[config.mk]
export PLATFORM = sky130hd
export DESIGN_NAME = mgrs_front
export DESIGN_NICKNAME = d
export VERILOG_FILES = /design/src/rtl/mgrs_pkg.sv /design/src/rtl/mgrs_front.sv
export SDC_FILE = /design/constraint.sdc
export NUM_CORES = 1
export LEC_CHECK = 0
export BUFFER_PORTS_ARGS = -buffer_cell sky130_fd_sc_hd__buf_2
export CORE_ASPECT_RATIO = 1.2
export CORE_MARGIN = 4
export CORE_UTILIZATION = 34
export DETAILED_ROUTE_END_ITERATION = 10
export GPL_ROUTABILITY_DRIVEN = 0
export PLACE_DENSITY = 0.86
export SLEW_MARGIN = 20
export SYNTH_ARGS = -nofsm -noshare
export SYNTH_HDL_FRONTEND = slang
export SYNTH_SLANG_ARGS = --single-unit
export TNS_END_PERCENT = 30
[constraint.sdc]
create_clock -name clk -period 1.6 [get_ports clk]
set_input_delay 0.32 -clock clk [delete_from_list [all_inputs] [get_ports clk]]
set_output_delay 0.32 -clock clk [all_outputs]
set_load 0.03 [all_outputs]
[src/rtl/mgrs_pkg.sv]
package mgrs_pkg;

  localparam int MAX_ITEMS = 1024;
  localparam int ADDR_W    = $clog2(MAX_ITEMS);
  localparam int CNT_W     = $clog2(MAX_ITEMS + 1);
  localparam int VAL_W     = 31;
  localparam int RADIX     = 10;
  localparam int DIG_W     = 4;
  localparam int PROD_W    = 2 * VAL_W;
  localparam int RECIP_SH  = 34;
  localparam logic [VAL_W-1:0] RECIP = VAL_W'(32'h6666_6667);

  typedef struct packed {
    logic [VAL_W-1:0] value;
    logic             last;
  } in_t;

  typedef struct packed {
    logic [VAL_W-1:0] max_gap;
    logic             overflow;
  } out_t;

  typedef struct packed {
    logic [VAL_W-1:0]  value;
    logic              last;
    logic              store;
    logic [ADDR_W-1:0] addr;
    logic [CNT_W-1:0]  n;
    logic              ovf;
  } cmd_t;

  typedef struct packed {
    logic [VAL_W-1:0] value;
    logic [VAL_W-1:0] quot;
  } ent_t;

  typedef enum logic [3:0] {
    S_LOAD,
    S_CRD,
    S_CMUL,
    S_CDIG,
    S_PFX,
    S_SRD,
    S_SMUL,
    S_SDIG,
    S_GRD,
    S_GDAT,
    S_DONE
  } state_t;

endpackage

[src/rtl/mgrs_front.sv]
module mgrs_front (
  input  logic              clk,
  input  logic              rst,
  input  logic              push,
  input  mgrs_pkg::in_t     item,
  input  logic              q_full,
  output logic              q_push,
  output mgrs_pkg::cmd_t    cmd
);

  logic [mgrs_pkg::CNT_W-1:0] count;
  logic                       ovf;
  logic                       store;

  assign store  = (count < mgrs_pkg::CNT_W'(mgrs_pkg::MAX_ITEMS));
  assign q_push = push && !q_full;

  always_comb begin
    cmd.value = item.value;
    cmd.last  = item.last;
    cmd.store = store;
    cmd.addr  = count[mgrs_pkg::ADDR_W-1:0];
    cmd.n     = store ? count + mgrs_pkg::CNT_W'(1) : count;
    cmd.ovf   = ovf || !store;
  end

  // classify each transaction: keep it or drop it past capacity
  always_ff @(posedge clk) begin
    if (rst) begin
      count <= '0;
      ovf   <= 1'b0;
    end else if (q_push) begin
      if (item.last) begin
        count <= '0;
        ovf   <= 1'b0;
      end else begin
        count <= cmd.n;
        ovf   <= cmd.ovf;
      end
    end
  end

endmodule

Yosys cells after proc, flatten, opt, wreduce, memory -nomap -nowiden

Cells that the tools add are included.

Bits in registers: 12
Bits in latches: 0
Memory bits (writable): 0
ROM bits: 0
Input bits: 36
Output and inout port bits: 56
Logic and storage cells: 11
Memories: 0

Add/subtract/negate cells: 1
Multiply operators: 0
Div/mod/pow operators: 0
Magnitude comparators: 1
Eq/ne operators: 0
Shift operators: 0
Muxes and demuxes: 3
Bitwise logic cells: 0
Reduce and logical (&&, ||, !) cells: 4

Operators with widths:

| operator              | number |
|---|---|
| $mux 11               | 2 |
| $add 11x1->11 const B | 1 |
| $lt 11x11->1 const B  | 1 |
| $logic_not 1->1       | 2 |
| $logic_and 1x1->1     | 1 |
| $logic_or 1x1->1      | 1 |
| $mux 1                | 1 |

Longest topological paths before layout

Depth after elaboration: 4
Gate-level depth with buffers: 6
Gate-level depth less buffers: 5

Worst setup path before layout

No wires, ideal clock.

Kind: register to output
Start point: register count[0] in the netlist's numbering
End point: output port cmd[7] in the netlist's numbering
Data arrival time: 1495 ps
Required time: 1280 ps
Setup slack: -215 ps
Cell stages (with the launch flop): 6
Buffers on the path: 1
Path through: dfxtp_1 > ha_1 > and3b_1 > buf_2 > nand3_1 > xnor2_1

RTL lines:

| what                   | RTL line         | source |
|---|---|---|
| from (decl)            | mgrs_front.sv:11 | `logic [mgrs_pkg::CNT_W-1:0] count;` |
| from (signal assigned) | mgrs_front.sv:37 | `count <= cmd.n;` |
| to (decl)              | mgrs_front.sv:8  | `output mgrs_pkg::cmd_t cmd` |

==> flow_summary_export.csv <==
group,metric,value,unit
floorplanning,core_area,0.003055,mm2
sta,post-route-min-period,1.800,ns
setup_path,rr_endpoint,"count[8]",
final_layout,area_growth_syn_to_layout,15.43,%
setup_path,worst-path-buf-inv,1,
sta,tightest_slew,0.2687,ns
setup_path,cp_top_family,"flip-flops",
cts,clock_latency,0.27,ns
drt,drt-pass1-iter-count,4,
sta,setup_viol,9,
setup_path,r2r_cells,6,
yosys,synthArstFlopShare,0,%
floorplanning,start_util,35.30,%
final_layout,n_fill_cell,316,
yosys,yosys_warnings,0,
drt,routed_wl,2462,um
sta,clock_skew,0.003722,ns
yosys,synth_edf_count,0,
floorplanning,fp-row-count,22,
setup_path,crit_cells,5,
final_layout,fin_util,40.75,%
setup_path,arrival,1.48,ns
yosys,ys.flop_type,"dfxtp_1",
floorplanning,die_w,59.42,um
run_status,status,"finished with violations",
yosys,syn_inst,136,
drt,ant_nets,0,
setup_path,cp_data_required_time,1.28,ns
floorplanning,die-area,0.004141,mm2
yosys,synth.cells.most_frequent,"43 x buf_4, 12 x dfxtp_1, 9 x nor2_1",
yosys,synth_top_area_share,29.93,%
setup_path,cp_cell_sequence,"ha_4, and3b_2, nand3_4, xnor2_2, buf_6",
sta,report.final.hold_viol_count,0,
drt,dr_total_vias,864,
yosys,synth_top_cell_by_area,"buf_4",
final_layout,final_layout_size_suffix_gt1_share,60.14,%
cts,numCtsBuffers,3,
cts,ctsHoldBuffers,0,
drt,post_drt_via_cell_ratio,4.966,
sta,hold_ws,0.3771,ns
power_and_ir_drop,irDropWorstVdd,309.8,uV
setup_path,regToRegSetupSlack,0.04,ns
power_and_ir_drop,power.total,0.5574,mW
grt,grt_overflow,0,
grt,grt_pass1_vias,850,
setup_path,crit_start,"count[1]",
sta,finalCritPeriodShare,112.5,%
yosys,synth_most_common_cell,"buf_4",
yosys,synth.avg_cell_area,7.930,um2
final_layout,final_nets,177,
setup_path,crit_path_start_kind,"register",
min_path,hold_start,"rst",
cts,root_buffer,"clkbuf_4",
yosys,ys_types,33,
sta,fin_ws,-0.1995,ns
placement,io_buffers,29,
setup_path,critPathMaxFanout,5,
sta,fmax,555.7,MHz
min_path,hp-class,"primary input to register",
cts,cts_tree,"built",
setup_path,cp_slowest_stage_delay,0.37,ns
sta,rsz0062_at_grt,"true",
run_status,failed_checks,"negative setup slack",
sta,slew_headroom,81.90,%
cts,cts_buffer_depth,2,
grt,grt_pass1_wl,3988,um
power_and_ir_drop,powerDensity,447.7,mW/mm2
drt,drt_iter0_markers,21,
setup_path,endpoint_kind,"primary output",
power_and_ir_drop,leakage,0.5900,nW
yosys,yosysSeqAreaShare,22.27,%
final_layout,antenna_cells,0,
grt,grt_max_degree,13,
floorplanning,dieHeight,69.70,um
drt,drcViolationCount,0,
cts,cts_max_level,1,
grt,gr-usage-all-layers,12.50,%
yosys,syn_nets,173,
yosys,ys_ff_latch,12,
cts,path_clk_slew,0.08,ns
setup_path,crit_end,"cmd[9]",
sta,maxSlewViolCount,0,
floorplanning,io_pins,92,
placement,dpl.hpwl,1792,um
yosys,ys_top_cells_by_area,"buf_4 30%, dfxtp_1 22%, xnor2_1 4.9%, a21oi_1 3.7%, o21ai_0 3.2%",
grt,antenna_found_initial,0,
yosys,syn_area,0.001079,mm2
setup_path,critical_path_class,"register to primary output",
setup_path,timing.rr.start,"count[1]",
flow_run,drv_cap,0,
setup_path,crit_slowest_cell,"dfxtp_2",
drt,wl_per_cell,14.15,um
cts,clock-sinks,12,
## repair_timing
| item | in CTS | in global routing |
|---|---|---|
| pin swaps | 3 | 3 |
| endpoints found under the setup margin | 10 | 11 |
| hold endpoints to repair | 0 | 0 |
| setup buffers | 2 | 2 |
| gates resized for setup | 30 | 9 |
## through the flow
| step | setup slack [ns] | cells | area [um2] | TNS, ns |
|---|---|---|---|---|
| 2_1_floorplan | -0.07857 | 136 | 1124 | -0.2588 |
| 3_3_place_gp | -0.01119 | 167 | 1061 | -0.01853 |
| 3_5_place_dp | -0.05530 | 167 | 1061 | -0.1243 |
| 4_1_cts | -0.1963 | 172 | 1187 | -1.435 |
| 5_1_grt | -0.2612 | 174 | 1245 | -1.925 |
| 6_report | -0.1995 | 174 | 1245 | -1.313 |
## cells by family (layout without fill, tap and decap cells)
group                      Yosys count  count (layout)  synth area share (%)
AOI/OAI and AO/OA                   25              25                 14.15
xor gates and xnor gates             9               9                 7.309
adders and majority gates            1               1                 1.160
buffers and inverters               53              55                 35.96
DFF                                 12              12                 22.27
muxes                                1               1                 1.044
and+or+nand+nor                     35              35                 18.10
## worst reg2reg max path, delay by kind of cell, from the launching register on
family                     cells  cell delay [ns]
and+or+nand+nor                3             0.73
DFF                            1             0.37
adders and majority gates      1             0.15
buffers and inverters          1             0.14
AOI/OAI and AO/OA              1             0.11
## area by class of cell
| cell class | instances | area (um2) | share of cell area [%] |
|---|---|---|---|
| Inverter | 2 | 7.507 | 0.6030 |
| Clock buffer | 3 | 22.52 | 1.809 |
| Multi-Input combinational cell | 71 | 569.3 | 45.73 |
| Timing Repair Buffer | 50 | 355.3 | 28.54 |
| Tap cell | 36 | 45.04 | 3.618 |
| Sequential cell | 12 | 245.2 | 19.70 |
## metal layers
metal	track usage, %	part of all wire (%)	wire (um)
met2	20.53	50	1231
met4	7.053	2.2	53
met3	3.724	9.0	222
met1	13.77	39	955
met5	0	0	0
## layout by cell type (no fill, tap or decap), types with 4 or more instances in the layout
master	instances
buf_4	22
buf_2	20
dfxtp_1	8
buf_6	8
o21ai_0	7
nor2_1	7
a21oi_1	6
xnor2_2	5
nand2_1	4
a22oi_1	4
dfxtp_2	4
## report_power, final
part / switching [mW] / total (mW) / internal (mW) / leakage [nW]
clock network: 0.101 / 0.189 / 0.0871 / 0.0138
registers: 0.00163 / 0.302 / 0.300 / 0.0987
logic: 0.0422 / 0.0672 / 0.0251 / 0.477
total: 0.145 / 0.557 / 0.412 / 0.590
## registers in the layout (all words and copies together), names as in the netlist
name,cells
count,11
ovf,1
## worst min-delay path by stage
stage                to  slack, ns  cells past startpoint
4_1_cts        count[3]       0.37                      2
3_3_place_gp        ovf       0.46                      2
2_1_floorplan  count[9]       0.39                      1
3_5_place_dp        ovf       0.50                      2
6_report       count[8]       0.38                      2
5_1_grt        count[8]       0.40                      2
Note: power is estimated with default switching activity, not from simulation.
