===== src/rtl/mgrs_pkg.sv =====
package mgrs_pkg;

  localparam int MAX_ITEMS = 1024;
  localparam int ADDR_W    = $clog2(MAX_ITEMS);
  localparam int CNT_W     = $clog2(MAX_ITEMS + 1);
  localparam int VAL_W     = 31;
  localparam int RADIX     = 10;
  localparam int DIG_W     = 4;
  localparam int PROD_W    = 2 * VAL_W;
  localparam int RECIP_SH  = 34;
  localparam logic [VAL_W-1:0] RECIP = VAL_W'(32'h6666_6667);

  typedef struct packed {
    logic [VAL_W-1:0] value;
    logic             last;
  } in_t;

  typedef struct packed {
    logic [VAL_W-1:0] max_gap;
    logic             overflow;
  } out_t;

  typedef struct packed {
    logic [VAL_W-1:0]  value;
    logic              last;
    logic              store;
    logic [ADDR_W-1:0] addr;
    logic [CNT_W-1:0]  n;
    logic              ovf;
  } cmd_t;

  typedef struct packed {
    logic [VAL_W-1:0] value;
    logic [VAL_W-1:0] quot;
  } ent_t;

  typedef enum logic [3:0] {
    S_LOAD,
    S_CRD,
    S_CMUL,
    S_CDIG,
    S_PFX,
    S_SRD,
    S_SMUL,
    S_SDIG,
    S_GRD,
    S_GDAT,
    S_DONE
  } state_t;

endpackage


===== src/rtl/mgrs_fifo.sv =====
module mgrs_fifo (
  input  logic            clk,
  input  logic            rst,
  input  logic            wr,
  input  mgrs_pkg::cmd_t  wdata,
  output logic            full,
  input  logic            rd,
  output mgrs_pkg::cmd_t  rdata,
  output logic            empty
);

  mgrs_pkg::cmd_t slot [2];
  logic           wptr;
  logic           rptr;
  logic [1:0]     cnt;

  assign full  = (cnt == 2'd2);
  assign empty = (cnt == 2'd0);
  assign rdata = slot[rptr];

  always_ff @(posedge clk) begin
    if (wr && !full) begin
      slot[wptr] <= wdata;
    end
  end

  always_ff @(posedge clk) begin
    if (rst) begin
      wptr <= 1'b0;
      rptr <= 1'b0;
      cnt  <= '0;
    end else begin
      if (wr && !full) begin
        wptr <= ~wptr;
      end
      if (rd && !empty) begin
        rptr <= ~rptr;
      end
      cnt <= cnt + 2'((wr && !full) ? 1 : 0) - 2'((rd && !empty) ? 1 : 0);
    end
  end

endmodule


===== config.mk =====
export PLATFORM = sky130hd
export DESIGN_NAME = mgrs_fifo
export DESIGN_NICKNAME = d
export VERILOG_FILES = /design/src/rtl/mgrs_pkg.sv /design/src/rtl/mgrs_fifo.sv
export SDC_FILE = /design/constraint.sdc
export NUM_CORES = 1
export LEC_CHECK = 0
export BUFFER_PORTS_ARGS = -buffer_cell sky130_fd_sc_hd__buf_4
export CAP_MARGIN = 10
export CORE_MARGIN = 2
export CORE_UTILIZATION = 51
export DETAILED_ROUTE_END_ITERATION = 10
export GPL_TIMING_DRIVEN = 0
export PLACE_DENSITY_LB_ADDON = 0.05
export SLEW_MARGIN = 30
export SYNTH_ARGS = -nofsm -noshare
export SYNTH_HDL_FRONTEND = slang
export SYNTH_SLANG_ARGS = --single-unit

===== constraint.sdc =====
create_clock -name clk -period 2.65 [get_ports clk]
set_input_delay 0.53 -clock clk [delete_from_list [all_inputs] [get_ports clk]]
set_output_delay 0.53 -clock clk [all_outputs]
set_load 0.01 [all_outputs]

Yosys cells after proc, flatten, opt, wreduce, memory -nomap -nowiden
Memories as Yosys holds them, arrays and structs flattened. A register that Yosys moved wholly into a read port is not among the register bits. Index checks and enable logic that the tools add are counted.

Memories kept: 1. Bits in writable memories: 110. Bits in registers: 4. Input bits: 59.

Add/subtract/negate cells: 2. Equality and inequality tests: 1. Bitwise gates (word level): 2. Mux-type cells: 6. Reduce and logical (&&, ||, !) cells: 5.

Memory list: slot (words 2, width 55, rd ports 1, clocked after Yosys merged registers in 1, write ports 1, line mgrs_fifo.sv:12) `mgrs_pkg::cmd_t slot [2];`.

Operator list (number): $mux W1 (6); $add A2 B1 Y2 (1); $eq A2 B2 Y1 const B (1); $logic_and A1 B1 Y1 (2); $logic_not A1 Y1 (2); $logic_not A2 Y1 (1); $not A1 Y1 (2); $sub A2 B1 Y2 (1).

Logic depth before layout (Yosys ltp)
Gate-level depths: netlist of run 1.

Word-level depth: 6. Depth in mapped cells: 8. Gate-level depth less buffers: 8.

Least setup slack after synthesis of run 1
No wires, ideal clock.

Path kind: in2reg. Start point: input port wr. End point: memory slot[0][0] in the netlist's numbering (enable). Slack: 0.239 ns. Required time: 2.241 ns. Arrival: 2.002 ns. Library setup time: 0.409 ns. Path buffers: 0. Cell stages on the path: 3. Cell sequence: inv_1 > or3_1 > inv_1.

Longest elaborated chain between the ends: 3.

Ends and longest elaborated chain: from (decl) (line mgrs_fifo.sv:4) `input logic wr,`; $logic_and A1 B1 Y1 (line mgrs_fifo.sv:22) `if (wr && !full) begin`; $mux W1 (line mgrs_fifo.sv:22); $mux W1 (not written as such) (line mgrs_fifo.sv:23) `slot[wptr] <= wdata;`; to (decl) (line mgrs_fifo.sv:12).

No other way between the ends.

==> results.md, run 1 <==
* Antenna Nets Post-Route at 0
* Post-layout min period at 2.33 ns
* Worst-path clk slew at approximately 0.060 ns
* DIE WIDTH at ~95 µm
* Htree depth at 4
* Hold Crit Class: input pin to register
* Die ar. at 8980 µm²
* Yosys reg bits at 115
* Final setup vio count at 0
* GPL Wtd Cong at 0.698
* P_sw at about 1.5 mW
* Via count at 2214
* Worst-margin pin slew at 0.772 ns
* Synth-to-Final Area Change at 37.1%
* Layout Skew at 0.00768 ns
* Clock power share at 0.341
* Yosys top cell area share at 0.787
* Worst path max stage delay at 0.37 ns
* Data arrival, critical path at 1.80 ns
* Initial antenna violation count at 0
* Post-Route WL at between 7000 and 8000 µm
* CTS root buf: clkbuf_8
* Buffers added on ports at about 120
* Comb pwr share at 0.259
* Chip height at 94.7 µm
* Startpoint types: register
* Syn Inst Count at between 150 and 200
* Fin cells at 450
* First-pass GRT wire length at 11100 µm
* Drt via density at 4.92
* Final-report hold violation count at 0
* Worst-path cell chain: buf_2 > buf_4 > mux2_2 > buf_4
* CTS tree: yes
* Total Routing Usage GR at 0.170
* Critical path type: register to output pin
* Req. time, crit path at roughly 2.1 ns
* Dpl hpwl at 4610 µm
* Yosys cell types at 21
* Core Util, Final at 0.712
* Post-synth ARST share at 0
* Hold buffers post-CTS at 0
* Syn avg cell area at 21.2 µm²
* Final #Nets at 394
* Antenna diodes at 0
* Period utilisation layout at 0.880
* Net Count, Synth at between 200 and 300
* Peak VDD IR at 0.610 mV
* Core ar. at 8090 µm²
* Sequential share of power at 0.400
* CP endpoint kind: output pin
* PostCTS Resize Cnt at 0
* Yosys top cell by area: edfxtp_1
* Total power at 5.98 mW
* Number of synthesized flops with an enable pin at 110
* Synth Flop Type: edfxtp_1
* RSZ-0062 raised after global routing: false
* Max-cap violations at 0
* Ports at 116
* Vias in the first global route at approximately 2300
* DP Cell Count at 419
* CP max FO at 10
* F_max at 0.429 GHz
* Synthesis Warnings at 0
* Most used cell, CP: buf_4
* Clock sinks at around 120
* CP top delay family: buffers and inverters
* Remaining routing DRC violations at 0
* Slew Limit Fails at 0
* Sw Ratio at 0.253
* Synthesized area at 4200 µm²
* Clock insertion delay at the later pin of the skew report at 0.49 ns
* Initial Utilization at 0.519
* Max clock buf depth at 2
* Layout cells sized above 1 at 0.603
* Top-count cell post-synth: edfxtp_1
* Status: complete, no violations
* Critical path's slowest cell: mux2_2
* Total setup buffers inserted after CTS at 0
* Leak at 2.20 nW
* PD cells at ~1000 nW/µm²
* Top cells by area, synth: edfxtp_1, mux2_2, dfxtp_1
* Wire length per cell at 16.0 µm
* Initial DRC count at 96
* Overflow after GRT at 0
* Max_slew headroom at 0.485
* Internal Power at roughly 4.5 mW
* Setup TNS at 0 ns
* Commonest cells post-synth: edfxtp_1, mux2_2, buf_4, dfxtp_1, nor2_1
* Row count at 33
* Seq/Total Area, Yosys at 0.810
* CP bufs+invs at 3
* Pre-antenna DRT Iters at 4
* Total CTS buffers at 17
* Largest net degree at the start of global routing at between 50 and 60
* Setup slack, reg-to-reg at between 0.8 and 0.9 ns
-- stage by stage --
step	area [µm²]	setup slack, ns	hold slack [ns]
6_report	5760	0.318	0.217
3_5_place_dp	5220	0.664	0.487
5_1_grt	5760	0.216	0.187
3_3_place_gp	5190	-0.516	0.465
4_1_cts	5760	0.274	0.190
2_1_floorplan	4200	0.239	0.451
-- cells by family (layout without fill, tap and decap cells) --
logic type / count (synthesis) / in the layout / share of synthesized area
AOI/OAI and AO/OA: 3 / 3 / 0.00417
xor gates and xnor gates: 2 / 2 / 0.00417
adders and majority gates: 2 / 2 / 0.00596
buffers and inverters: 10 / 157 / 0.0137
DFF: 115 / 115 / 0.810
muxes: 55 / 55 / 0.147
and+or+nand+nor: 11 / 11 / 0.0140
-- flip-flops by register name (all words and copies together), names as in the netlist, named ones only --
register	cells
rptr	1
cnt	2
slot	110
wptr	1
-- area by class of cell --
cell class                 instances  area, µm²
tap                              105        131
multi-input combinational         73        742
clock buffer                      19        422
inverter                           4       17.5
buffer                             6       42.5
fill                             546       2330
clock inverter                    12        116
sequential                       115       3400
timing repair buffer             116        883
-- layout by cell type (no fill, tap or decap), types with 2 or more instances in the layout --
cell type and instances:
clkinv_1 2, ha_1 2, clkinvlp_4 2, buf_4 120
inv_1 2, edfxtp_1 110, mux2_2 55, nor2_1 4
dfxtp_1 5, clkbuf_1 2, clkbuf_16 16, bufinv_16 2
clkinv_2 5
-- per-layer routing --
metal,part of all wire,up-vias,global-route usage
met5,0,-,0
met4,0.0064,0,0.0652
met3,0.073,6,0.0726
met2,0.53,82,0.291
met1,0.39,1076,0.189
li1,-,1050,-
-- worst paths after layout --
check	depth (start not counted)	endpoint	from
max	4	rdata[10]	register
min reg2reg	2	wptr	wptr
max reg2reg	5	slot[0][18]	cnt[0]
min	1	slot[1][41]	wdata[41]
-- power by group through the flow --
stage | clock (mW) | sequential [mW] | combinational (mW)
2_1_floorplan | 0 | 2.41 | 0.863
3_3_place_gp | 0 | 2.43 | 1.54
3_5_place_dp | 0 | 2.42 | 1.57
4_1_cts | 2.08 | 2.39 | 1.58
5_1_grt | 2.16 | 2.41 | 1.68
6_report | 2.04 | 2.39 | 1.55
Note: power is estimated with default switching activity, not from simulation.
==> run 2, diff against run 1 <==
--- a/config.mk
+++ b/config.mk
@@ -8,10 +8,12 @@
 export BUFFER_PORTS_ARGS = -buffer_cell sky130_fd_sc_hd__buf_4
 export CAP_MARGIN = 10
 export CORE_MARGIN = 2
-export CORE_UTILIZATION = 51
+export CORE_UTILIZATION = 55
 export DETAILED_ROUTE_END_ITERATION = 10
 export GPL_TIMING_DRIVEN = 0
 export PLACE_DENSITY_LB_ADDON = 0.05
+export SETUP_SLACK_MARGIN = 0.3
+export SKIP_CTS_REPAIR_TIMING = 1
 export SLEW_MARGIN = 30
 export SYNTH_ARGS = -nofsm -noshare
 export SYNTH_HDL_FRONTEND = slang
==> constraint.sdc (replaced) <==
create_clock -name clk -period 2.81 [get_ports clk]
set_input_delay 0.562 -clock clk [delete_from_list [all_inputs] [get_ports clk]]
set_output_delay 0.562 -clock clk [all_outputs]
set_load 0.01 [all_outputs]
==> run 2 against run 1 <==
Effect of this change:
- die area decreased by 7.0%
- final area is 1.0% higher
- sequential share of layout area decreased by 0.61 points
- via count grew 0.54%
- power down 1.7%
- worst setup slack better by 0.15 ns
- largest power group unchanged
==> results.md, run 2 (synthesis results as in run 1) <==
* Die ar. at 8350 µm² (-7.0%)
* Final worst slack at 0.473 ns (+0.155 ns)
* Core ar. at 7330 µm² (-9.4%)
* Post-layout min period at ~2.3 ns
* Most used cell, CP: buf_4
* Wire length per cell at 16.9 µm (+5.1%)
* Initial DRC count at 124 (+29%)
* Worst-margin pin slew at 0.775 ns (+0.00297 ns)
* Comb pwr share at 0.251 (-0.008)
* Layout cells sized above 1 at 0.607 (+0.00404)
* Antenna Nets Post-Route at 0 (unchanged)
* Sw Ratio at 0.250 (-0.00321)
* Remaining routing DRC violations at 0 (unchanged)
* CP endpoint kind: output pin
* First-pass GRT wire length at 11500 µm (+3.9%)
* Leak at 2.22 nW (+0.73%)
* P_sw at 1.47 mW (-3.0%)
* Worst-path cell chain: buf_2 > buf_4 > mux2_2 > buf_4
* Overflow after GRT at 0 (unchanged)
* Slew Limit Fails at 0 (unchanged)
* Worst-path clk slew at 0.06 ns (about the same)
* Layout Skew at 0.00745 ns (-0.000237 ns)
* Worst path max stage delay at 0.37 ns (about the same)
* Synth-to-Final Area Change at 38.6%
* Antenna diodes at 0 (unchanged)
* Ports at 116 (unchanged)
* Period utilisation layout at 0.832
* Initial antenna violation count at 0 (unchanged)
* Internal Power at 4.40 mW (-1.3%)
* CP max FO at 10 (unchanged)
* Pre-antenna DRT Iters at 4 (unchanged)
* CP bufs+invs at 3 (unchanged)
* Largest net degree at the start of global routing at 56 (unchanged)
* Htree depth at 4 (unchanged)
* Total power at 5.87 mW (-1.7%)
* Setup TNS at 0 ns (unchanged)
* Most flops, register: slot
* Clock power share at 0.364 (+0.023)
* Dpl hpwl at 4770 µm (+3.5%)
* Total Routing Usage GR at 0.189 (+0.0189)
* Max reg flops at 110 (unchanged)
* Startpoint types: register
* Clock sinks at 115 (unchanged)
* Max-cap violations at 0 (unchanged)
* Max clock buf depth at 2 (unchanged)
* Req. time, crit path at 2.25 ns (+0.13 ns)
* Total CTS buffers at 17 (unchanged)
* Hold Crit Class: input pin to register
* Commonest cells after routing, fill and taps aside: buf_4, edfxtp_1, mux2_2
* Buffers added on ports at 115 (unchanged)
* Chip height at 91.4 µm (-3.6%)
* PD cells at 1010 nW/µm² (-2.8%)
* Via count at 2226 (+0.54%)
* Setup slack, reg-to-reg at 0.93 ns (+0.08 ns)
* RSZ-0062 raised after global routing: false
* Status: complete, no violations
* Peak VDD IR at 0.654 mV (+7.1%)
* Largest regs: slot (110), cnt (2)
* Clock insertion delay at the later pin of the skew report at 0.50 ns (about the same)
* Final-report hold violation count at 0 (unchanged)
* CP top delay family: buffers and inverters
* DP Worst Slack at 0.766 ns (+0.102 ns)
* Vias in the first global route at 2353 (+0.60%)
* DP Cell Count at 413 (-1.4%)
* Data arrival, critical path at 1.78 ns (-0.02 ns)
* Critical path type: register to output pin
* Fin cells at 445 (-1.1%)
* Drt via density at 5.00 (+1.7%)
* Final setup vio count at 0 (unchanged)
* CTS root buf: clkbuf_8
* Initial Utilization at 0.573 (+0.0539)
* Final #Nets at 394 (unchanged)
* Fill count at 408 (-25%)
* Row count at 31 (-6.1%)
* Max_slew headroom at 0.483 (-0.00198)
* GPL Wtd Cong at 0.689 (-1.2%)
* Critical path's slowest cell: mux2_2
* DIE WIDTH at 91.4 µm (-3.6%)
* F_max at between 0.4 and 0.5 GHz
* CTS tree: yes
* Post-Route WL at 7510 µm (+3.9%)
* Sequential share of power at 0.385 (-0.015)
* Commonest non-fill, non-tap cell in the layout: buf_4
[run 2: cell types whose count changed in the layout (fill, tap and decap cells not counted)]
cell        delta
bufinv_16      +2
clkbuf_1       -1
clkinv_2       -4
clkinv_4       +1
clkinvlp_4     +3
[run 2: path summary, 6_finish.rpt]
kind	start	to	depth (start not counted)
setup / recovery	register	rdata[52]	4
hold / removal	wdata[51]	slot[0][51]	1
setup reg to reg	cnt[0]	slot[0][0]	5
hold reg to reg	rptr	register	2
[run 2: through the flow]
stage | util | hold WS [ns] | area (µm²)
2_1_floorplan | - | 0.451 | 4200
3_3_place_gp | 0.707 | 0.465 | 5190
3_5_place_dp | 0.711 | 0.500 | 5210
4_1_cts | 0.794 | 0.224 | 5820
5_1_grt | 0.794 | 0.215 | 5820
6_report | 0.794 | 0.243 | 5820
[run 2: area by class of cell]
| cell class | instances | area, µm² | share of cell area |
|---|---|---|---|
| Timing Repair Buffer | 116 | 883 | 0.152 |
| Clock inverter | 14 | 188 | 0.0323 |
| Multi-Input combinational cell | 73 | 742 | 0.128 |
| Tap cell | 99 | 124 | 0.0213 |
| Clock buffer | 18 | 418 | 0.0718 |
| Buffer | 6 | 42.5 | 0.00731 |
| Sequential cell | 115 | 3400 | 0.585 |
| Inverter | 4 | 17.5 | 0.00301 |
[run 2: power groups by stage]
| stage | Combinational, mW | Clock, mW | Sequential (mW) |
|---|---|---|---|
| global placement | 1.44 | 0 | 2.29 |
| detailed placement | 1.49 | 0 | 2.29 |
| CTS | 1.50 | 2.17 | 2.26 |
| global route | 1.58 | 2.25 | 2.28 |
| floorplan | 0.814 | 0 | 2.27 |
| finish | 1.47 | 2.14 | 2.26 |
[run 2: metal layers]
layer  vias to the layer above  routed length [µm]  track usage  share of wire
li1                       1046                   -            -              -
met1                      1079                2890        0.212           0.39
met2                        87                4040        0.323           0.54
met3                        14                 445       0.0730          0.059
met4                         0                 123       0.0795          0.016
met5                         -                   0            0              0
